<file path="src/design/slr_pkg.sv">
// ----------------------------------------------------------------------------
// slr_pkg - shared types and constants of the segmented lane reducer
// Request structs, operation codes, register indexes and lane sizing.
// ----------------------------------------------------------------------------
`default_nettype none

package slr_pkg;

  // lane sizing
  localparam int MAX_LANES  = 4;
  localparam int NUM_FIELDS = 4;
  localparam int ACT_LANES  = (MAX_LANES < NUM_FIELDS) ? MAX_LANES : NUM_FIELDS;
  localparam int LANE_W     = 32;

  // configuration port sizing
  localparam int CFG_IDX_W  = 2;
  localparam int CFG_DATA_W = 3;
  localparam int OP_W       = 2;
  localparam int CNT_W      = 3;

  // register indexes
  localparam logic [CFG_IDX_W-1:0] CFG_REDUCE_OP  = 2'd0;
  localparam logic [CFG_IDX_W-1:0] CFG_LANE_COUNT = 2'd1;

  // reduction codes (unused code behaves as sum)
  localparam logic [OP_W-1:0] OP_MIN = 2'd0;
  localparam logic [OP_W-1:0] OP_MAX = 2'd1;
  localparam logic [OP_W-1:0] OP_SUM = 2'd2;

  // reset values of the registers
  localparam logic [OP_W-1:0]  REDUCE_OP_RST  = OP_SUM;
  localparam logic [CNT_W-1:0] LANE_COUNT_RST = 3'd1;

  // identities of the reductions
  localparam logic [LANE_W-1:0] ID_MIN = 32'h7FFF_FFFF;
  localparam logic [LANE_W-1:0] ID_MAX = 32'h8000_0000;
  localparam logic [LANE_W-1:0] ID_SUM = 32'h0000_0000;

  typedef logic signed [LANE_W-1:0] lane_t;

  // one input request
  typedef struct packed {
    lane_t lane_value_0;
    lane_t lane_value_1;
    lane_t lane_value_2;
    lane_t lane_value_3;
    logic  closes_segment;
    logic  carries_no_row;
  } slr_in_t;

  // one result request
  typedef struct packed {
    lane_t reduced_0;
    lane_t reduced_1;
    lane_t reduced_2;
    lane_t reduced_3;
  } slr_out_t;

  // step control from the input stage to the accumulators
  typedef struct packed {
    logic fire;
    logic closes;
    logic no_row;
  } slr_step_t;

endpackage

`default_nettype wire

</file>
<file path="src/design/slr_in_reg.sv">
// ----------------------------------------------------------------------------
// slr_in_reg - input register stage
// Holds one accepted request and releases it when the fold step can run.
// ----------------------------------------------------------------------------
`default_nettype none

module slr_in_reg
  import slr_pkg::*;
(
  input  wire logic    clk,
  input  wire logic    rst_n,
  input  wire logic    in_valid,
  output logic         in_stall,
  input  wire slr_in_t in_data,
  input  wire logic    out_free,
  output slr_step_t    step,
  output slr_in_t      s1_data
);

  logic    s1_valid_r, s1_valid_nxt;
  slr_in_t s1_data_r;
  logic    fire;
  logic    take;

  // a closing request needs room in the result register
  assign fire = s1_valid_r && (!s1_data_r.closes_segment || out_free);
  assign in_stall = s1_valid_r && !fire;
  assign take = in_valid && !in_stall;

  assign s1_valid_nxt = (s1_valid_r && !fire) || take;

  always_ff @(posedge clk) begin
    if (!rst_n) begin
      s1_valid_r <= 1'b0;
    end else begin
      s1_valid_r <= s1_valid_nxt;
    end
  end

  // payload needs no reset
  always_ff @(posedge clk) begin
    if (take) begin
      s1_data_r <= in_data;
    end
  end

  assign step.fire   = fire;
  assign step.closes = s1_data_r.closes_segment;
  assign step.no_row = s1_data_r.carries_no_row;
  assign s1_data     = s1_data_r;

endmodule

`default_nettype wire

</file>
<file path="src/design/slr_accum.sv">
// ----------------------------------------------------------------------------
// slr_accum - per-lane accumulators and fold logic
// Folds one row into the running min, max or sum and forms the segment result.
// ----------------------------------------------------------------------------
`default_nettype none

module slr_accum
  import slr_pkg::*;
(
  input  wire logic             clk,
  input  wire logic             rst_n,
  input  wire slr_step_t        step,
  input  wire slr_in_t          s1_data,
  input  wire logic [OP_W-1:0]  reduce_op,
  input  wire logic [CNT_W-1:0] lane_count,
  output slr_out_t              result
);

  lane_t acc_r   [ACT_LANES];
  lane_t acc_nxt [ACT_LANES];
  lane_t acc_upd [ACT_LANES];
  lane_t lane_v  [NUM_FIELDS];
  lane_t res_v   [NUM_FIELDS];
  logic  lane_en [ACT_LANES];
  logic  started_r, started_nxt, started_upd;
  lane_t ident;

  // unpack the row into lanes
  always_comb begin
    lane_v[0] = s1_data.lane_value_0;
    lane_v[1] = s1_data.lane_value_1;
    lane_v[2] = s1_data.lane_value_2;
    lane_v[3] = s1_data.lane_value_3;
  end

  // identity for an empty segment
  always_comb begin
    case (reduce_op)
      OP_MIN:  ident = ID_MIN;
      OP_MAX:  ident = ID_MAX;
      default: ident = ID_SUM;
    endcase
  end

  assign started_upd = started_r || !step.no_row;

  // fold each enabled lane
  always_comb begin
    lane_t folded;
    folded = '0;
    for (int j = 0; j < ACT_LANES; j++) begin
      lane_en[j] = (lane_count > CNT_W'(j));
      case (reduce_op)
        OP_MIN:  folded = (lane_v[j] < acc_r[j]) ? lane_v[j] : acc_r[j];
        OP_MAX:  folded = (lane_v[j] > acc_r[j]) ? lane_v[j] : acc_r[j];
        default: folded = acc_r[j] + lane_v[j];
      endcase
      if (!step.no_row && lane_en[j]) begin
        acc_upd[j] = started_r ? folded : lane_v[j];
      end else begin
        acc_upd[j] = acc_r[j];
      end
    end
  end

  // result lanes, zero above the lane count
  always_comb begin
    for (int j = 0; j < NUM_FIELDS; j++) begin
      res_v[j] = '0;
    end
    for (int j = 0; j < ACT_LANES; j++) begin
      if (lane_en[j]) begin
        res_v[j] = started_upd ? acc_upd[j] : ident;
      end
    end
  end

  assign result.reduced_0 = res_v[0];
  assign result.reduced_1 = res_v[1];
  assign result.reduced_2 = res_v[2];
  assign result.reduced_3 = res_v[3];

  // next accumulator state, cleared on segment close
  always_comb begin
    started_nxt = started_r;
    for (int j = 0; j < ACT_LANES; j++) begin
      acc_nxt[j] = acc_r[j];
    end
    if (step.fire) begin
      if (step.closes) begin
        started_nxt = 1'b0;
        for (int j = 0; j < ACT_LANES; j++) begin
          acc_nxt[j] = '0;
        end
      end else begin
        started_nxt = started_upd;
        for (int j = 0; j < ACT_LANES; j++) begin
          acc_nxt[j] = acc_upd[j];
        end
      end
    end
  end

  always_ff @(posedge clk) begin
    if (!rst_n) begin
      started_r <= 1'b0;
      for (int j = 0; j < ACT_LANES; j++) begin
        acc_r[j] <= '0;
      end
    end else begin
      started_r <= started_nxt;
      for (int j = 0; j < ACT_LANES; j++) begin
        acc_r[j] <= acc_nxt[j];
      end
    end
  end

endmodule

`default_nettype wire

</file>
<file path="src/design/slr_out_reg.sv">
// ----------------------------------------------------------------------------
// slr_out_reg - result register
// Holds one result request until the receiver takes it.
// ----------------------------------------------------------------------------
`default_nettype none

module slr_out_reg
  import slr_pkg::*;
(
  input  wire logic     clk,
  input  wire logic     rst_n,
  input  wire logic     load,
  input  wire slr_out_t result,
  output logic          out_free,
  output logic          out_valid,
  input  wire logic     out_stall,
  output slr_out_t      out_data
);

  logic     out_valid_r, out_valid_nxt;
  slr_out_t out_data_r;

  // free when empty or being taken this cycle
  assign out_free = !out_valid_r || !out_stall;
  assign out_valid_nxt = (out_valid_r && out_stall) || load;

  always_ff @(posedge clk) begin
    if (!rst_n) begin
      out_valid_r <= 1'b0;
    end else begin
      out_valid_r <= out_valid_nxt;
    end
  end

  always_ff @(posedge clk) begin
    if (load) begin
      out_data_r <= result;
    end
  end

  assign out_valid = out_valid_r;
  assign out_data  = out_data_r;

endmodule

`default_nettype wire

</file>
<file path="src/design/segmented_lane_reduce.sv">
// ----------------------------------------------------------------------------
// segmented_lane_reduce - segmented min / max / sum over four signed lanes
// Streams rows into per-lane accumulators and emits one row per segment.
// ----------------------------------------------------------------------------
// Usage:
//   Input requests arrive on in_valid / in_data and are taken on a clock edge
//   with in_valid high and in_stall low. A request with closes_segment set
//   produces one result request on out_valid / out_data, taken when out_stall
//   is low; other requests only update the accumulators.
//   A closing request waits in the input register until the result register
//   has room, and is then folded into the result register, which raises
//   out_valid. Throughput: one request per cycle while in_stall is low; the
//   accumulator loop is a single compare-or-add per lane between the input
//   and result registers.
//   When the receiver stalls, the result register holds its request; requests
//   that do not close a segment keep flowing, and in_stall rises only while a
//   closing request waits in the input register behind a full result register.
//   Registers are written on cfg_valid with cfg_ready (always high); the user
//   must write only while no request is in flight; the block does not
//   enforce this. Reset (rst_n low, synchronous) empties both registers,
//   clears the accumulators and sets reduce_op to sum and lane_count to one.
// ----------------------------------------------------------------------------
`default_nettype none

module segmented_lane_reduce
  import slr_pkg::*;
(
  input  wire logic                  clk,
  input  wire logic                  rst_n,
  input  wire logic                  in_valid,
  output logic                       in_stall,
  input  wire slr_in_t               in_data,
  output logic                       out_valid,
  input  wire logic                  out_stall,
  output slr_out_t                   out_data,
  input  wire logic                  cfg_valid,
  output logic                       cfg_ready,
  input  wire logic [CFG_IDX_W-1:0]  cfg_index,
  input  wire logic [CFG_DATA_W-1:0] cfg_wdata
);

  logic [OP_W-1:0]  reduce_op_r, reduce_op_nxt;
  logic [CNT_W-1:0] lane_count_r, lane_count_nxt;
  slr_step_t        step;
  slr_in_t          s1_data;
  slr_out_t         result;
  logic             out_free;

  assign cfg_ready = 1'b1;

  // register writes
  always_comb begin
    reduce_op_nxt  = reduce_op_r;
    lane_count_nxt = lane_count_r;
    if (cfg_valid && cfg_ready) begin
      case (cfg_index)
        CFG_REDUCE_OP:  reduce_op_nxt  = cfg_wdata[OP_W-1:0];
        CFG_LANE_COUNT: lane_count_nxt = cfg_wdata[CNT_W-1:0];
        default: ;
      endcase
    end
  end

  always_ff @(posedge clk) begin
    if (!rst_n) begin
      reduce_op_r  <= REDUCE_OP_RST;
      lane_count_r <= LANE_COUNT_RST;
    end else begin
      reduce_op_r  <= reduce_op_nxt;
      lane_count_r <= lane_count_nxt;
    end
  end

  // input register
  slr_in_reg u_in_reg (
    .clk      (clk),
    .rst_n    (rst_n),
    .in_valid (in_valid),
    .in_stall (in_stall),
    .in_data  (in_data),
    .out_free (out_free),
    .step     (step),
    .s1_data  (s1_data)
  );

  // accumulators and fold
  slr_accum u_accum (
    .clk        (clk),
    .rst_n      (rst_n),
    .step       (step),
    .s1_data    (s1_data),
    .reduce_op  (reduce_op_r),
    .lane_count (lane_count_r),
    .result     (result)
  );

  // result register
  slr_out_reg u_out_reg (
    .clk       (clk),
    .rst_n     (rst_n),
    .load      (step.fire && step.closes),
    .result    (result),
    .out_free  (out_free),
    .out_valid (out_valid),
    .out_stall (out_stall),
    .out_data  (out_data)
  );

endmodule

`default_nettype wire

</file>
<file path="config.mk">
export PLATFORM = sky130hd
export DESIGN_NAME = segmented_lane_reduce
export DESIGN_NICKNAME = d
export VERILOG_FILES = /design/src/design/slr_pkg.sv /design/src/design/slr_in_reg.sv /design/src/design/slr_accum.sv /design/src/design/slr_out_reg.sv /design/src/design/segmented_lane_reduce.sv
export SDC_FILE = /design/constraint.sdc
export NUM_CORES = 1
export LEC_CHECK = 0
export BUFFER_PORTS_ARGS = -buffer_cell sky130_fd_sc_hd__buf_2
export CAP_MARGIN = 20
export CORE_MARGIN = 2
export CORE_UTILIZATION = 35
export CTS_CLUSTER_SIZE = 25
export DETAILED_ROUTE_END_ITERATION = 7
export MAX_ROUTING_LAYER = met4
export PLACE_DENSITY = 0.56
export SLEW_MARGIN = 20
export SYNTH_ARGS = -nofsm -noshare
export SYNTH_HDL_FRONTEND = slang
export SYNTH_SLANG_ARGS = --single-unit
</file>
<file path="constraint.sdc">
create_clock -name clk -period 7.3 [get_ports clk]
set_input_delay 0 -clock clk [delete_from_list [all_inputs] [get_ports clk]]
set_output_delay 0 -clock clk [all_outputs]
set_load 0.05 [all_outputs]
</file>
==> impl_metrics.env <==
export IMPL_outcome="completed"
export IMPL_p_total_mw=6.39
export IMPL_ir_worst_vdd_uv=149
export IMPL_track_usage=0.252
export IMPL_slew_headroom=0.259
export IMPL_synth_area_um2=28600
export IMPL_drive_above_1_share=0.132
export IMPL_cts_max_path_buffers=3
export IMPL_antenna_found_initial=3
export IMPL_final_common_cell="a21oi_1"
export IMPL_critPathBufInv=0
export IMPL_synth_area_mux_share=0.0290
export IMPL_synthCells=3220
export IMPL_synthesis_nets=3616
export IMPL_cpLargestDelayFamily="compound AO/OA/AOI/OAI gates"
export IMPL_fp_dieW_um=290
export IMPL_power_per_cell_area_nw_per_um2=186
export IMPL_synth_edf_count=258
export IMPL_maxCapViolCount=0
export IMPL_clk_latency_ps=620
export IMPL_grt_ovfl_total=0
export IMPL_port_buffers=269
export IMPL_hold_violations=0
export IMPL_yosysWarnings=0
export IMPL_hp_class="in -> reg"
export IMPL_ant_nets=0
export IMPL_start_kind="register"
export IMPL_die_h_um=290
export IMPL_syn_mean_instance_area_um2=8.90
export IMPL_mostFrequentLayoutCells="339 x a21oi_1, 269 x buf_2, 258 x edfxtp_1"
export IMPL_path_clk_slew_ps=70
export IMPL_end_kind="register"
export IMPL_p_leak_nw=13.0
export IMPL_yosysSeqAreaShare=0.366
export IMPL_grt_pass1_wl_um=161000
export IMPL_setup_viol=0
export IMPL_path_max_fanout=18
export IMPL_first_iter_violations=2708
export IMPL_initial_core_util=0.354
export IMPL_grt_max_degree=131
export IMPL_synth_top_area_cell="edfxtp_1"
export IMPL_cp_arrival_ps=4950
export IMPL_yosys_area_share_simple=0.133
export IMPL_hpwl_um=70400
export IMPL_num_rows=104
export IMPL_async_reset_ff_frac=0
export IMPL_pwr_share_seq=0.399
export IMPL_ys_types=93
export IMPL_clock_skew_ps=39.8
export IMPL_fmax_mhz=217
export IMPL_routedWlPerCell_um=23.0
export IMPL_cts_tree="done"
export IMPL_grt_pass1_vias=26100
export IMPL_synthAdderAreaFrac=0.113
export IMPL_timing_final_crit_share=0.632
export IMPL_internal_power_mw=4.55
export IMPL_ctsResizeCount=0
export IMPL_synth_top_family_by_area="compound AO/OA/AOI/OAI gates"
export IMPL_cts_buffers_inserted=50
export IMPL_clockRootBuffer="clkbuf_16"
export IMPL_slew_violations=0
export IMPL_vias_per_cell=5.80
export IMPL_rsz0062_at_grt="false"
export IMPL_crit_chain="ha_1 -> nand4_1 -> or4_4 -> a211o_1 -> and3_1 -> nor2b_4 -> xnor2_4 -> mux2i_1 -> o22a_1 -> o22ai_1 -> a211oi_1 -> a311oi_1"
export IMPL_via_count=27000
export IMPL_p_sw_frac=0.288
export IMPL_nets=3943
export IMPL_synth_main_ff_cell="edfxtp_1"
export IMPL_worstMarginPinSlew_ps=1110
export IMPL_combPwrFrac=0.165
export IMPL_routed_wirelength_um=107000
export IMPL_cp_required_ps=7640
export IMPL_syn_to_final_growth_pct=19.7
export IMPL_finalSetupTns_ps=0
export IMPL_remaining_drc_errors=0
export IMPL_p_sw_mw=1.84
export IMPL_dieArea_um2=84100
export IMPL_yosys_register_bits=394
export IMPL_gp_congestion=0.953
export IMPL_period_needed_ps=4620
export IMPL_core_area_um2=80800
export IMPL_synth_compound_area_frac=0.267
export IMPL_pwr_share_clk=0.437
export IMPL_max_stage_delay_ps=770
export IMPL_synth_top_area_frac=0.270
export IMPL_cts_num_sinks=394
export IMPL_ys_top_cells_by_area="edfxtp_1 27%, ha_1 11%, dfxtp_1 9.5%"
export IMPL_h_tree_depth=2
export IMPL_critPathSlowestCell="xnor2_4"
export IMPL_first_pass_iters=7
export IMPL_crit_type="reg -> reg"
export IMPL_io_pins=271
export IMPL_yosys_area_share_xor_xnor=0.0328
==> state kept, by name, indices dropped and copies added, names as in the netlist <==
register             cells
u_accum.acc_r          128
u_out_reg.out_valid      1
lane_count_r             3
u_in_reg.s1_valid_r      1
u_accum.started_r        1
reduce_op_r              2
u_in_reg.s1_data       130
u_out_reg.out_data     128
==> power by group through the flow <==
stage | clock network (mW) | registers (mW) | logic (mW)
global placement | 0 | 2.59 | 0.980
detailed placement | 0 | 2.59 | 0.978
floorplan | 0 | 2.65 | 0.588
finish | 2.79 | 2.55 | 1.05
global route | 2.93 | 2.56 | 1.14
CTS | 2.85 | 2.55 | 1.04
==> cell families (layout without fill, tap and decap cells) <==
family          count (synthesis)  count (layout)
xor+xnor                      105             105
flops                         394             394
buf+inv                       434             802
fa+ha+maj                     256             256
simple gates                  796             796
compound gates               1153            1153
mux                            81              81
other cells                     1               2
==> per-layer routing <==
metal | vias to the layer above | GRT usage | routed length [µm]
met1 | 13100 | 0.344 | 49500
li1 | 12700 | - | -
met5 | - | - | 0
met3 | 134 | 0.0373 | 7340
met2 | 1023 | 0.391 | 47700
met4 | 0 | 0.0610 | 2160
==> through the flow <==
step	setup WS (ps)	cells	area [µm²]	util	hold slack [ps]
2_1_floorplan	31.3	3220	28600	-	98.9
3_3_place_gp	2630	4407	31000	0.383	177
3_5_place_dp	2450	4407	31000	0.383	178
4_1_cts	2420	4647	34300	0.424	57.9
5_1_grt	2500	4648	34300	0.424	82.0
6_report	2680	4649	34300	0.424	91.8
==> synth_stat cells (all sizes together), types with 11 or more instances <==
cell and count:
a21oi 341, edfxtp 258, nor2 257, ha 252, inv 244, o21ai 203
nand2 202, clkbuf 148, dfxtp 136, xnor2 83, mux2i 73, nand3 62
o31ai 60, o22ai 51, nor3 48, o21bai 46, a31oi 43, buf 42
a221oi 40, nand2b 40, a22oi 37, nor2b 37, a211oi 33, or3 32
nand4 30, o221ai 26, o21a 25, a21o 23, xor2 22, a22o 20
o211ai 20, o311ai 20, o32ai 20, nor4 19, a221o 16, a222oi 13
a32oi 13, and2 13, a211o 12, a311oi 11, or4 11
==> cell type report <==
cell class	instances	area (µm²)
sequential	394	10500
fill	8085	46500
clock buffer	65	1390
inverter	244	916
antenna	1	2.50
timing repair buffer	465	3210
tap	1060	1330
clock inverter	28	434
multi-input combinational	2392	16500
==> final timing paths <==
| kind | from | to | slack [ps] | cells after the start |
|---|---|---|---|---|
| worst max-delay path | u_in_reg.s1_data[97] | u_out_reg.out_data[89] | 2680 | 12 |
| worst min-delay path | in_data[85] | u_in_reg.s1_data[85] | 90 | 2 |
| worst max register to register | u_in_reg.s1_data[97] | u_out_reg.out_data[89] | 2680 | 12 |
| worst min register to register | u_accum.acc_r[0][6] | u_accum.acc_r[0][6] | 470 | 2 |
==> repair_timing <==
item / 4_1_cts / 5_1_grt
endpoints found under the hold margin: 137 / 0
hold buffers: 147 / 0
buffers inserted: 0 / 0
(Power assumes the default switching activity.)
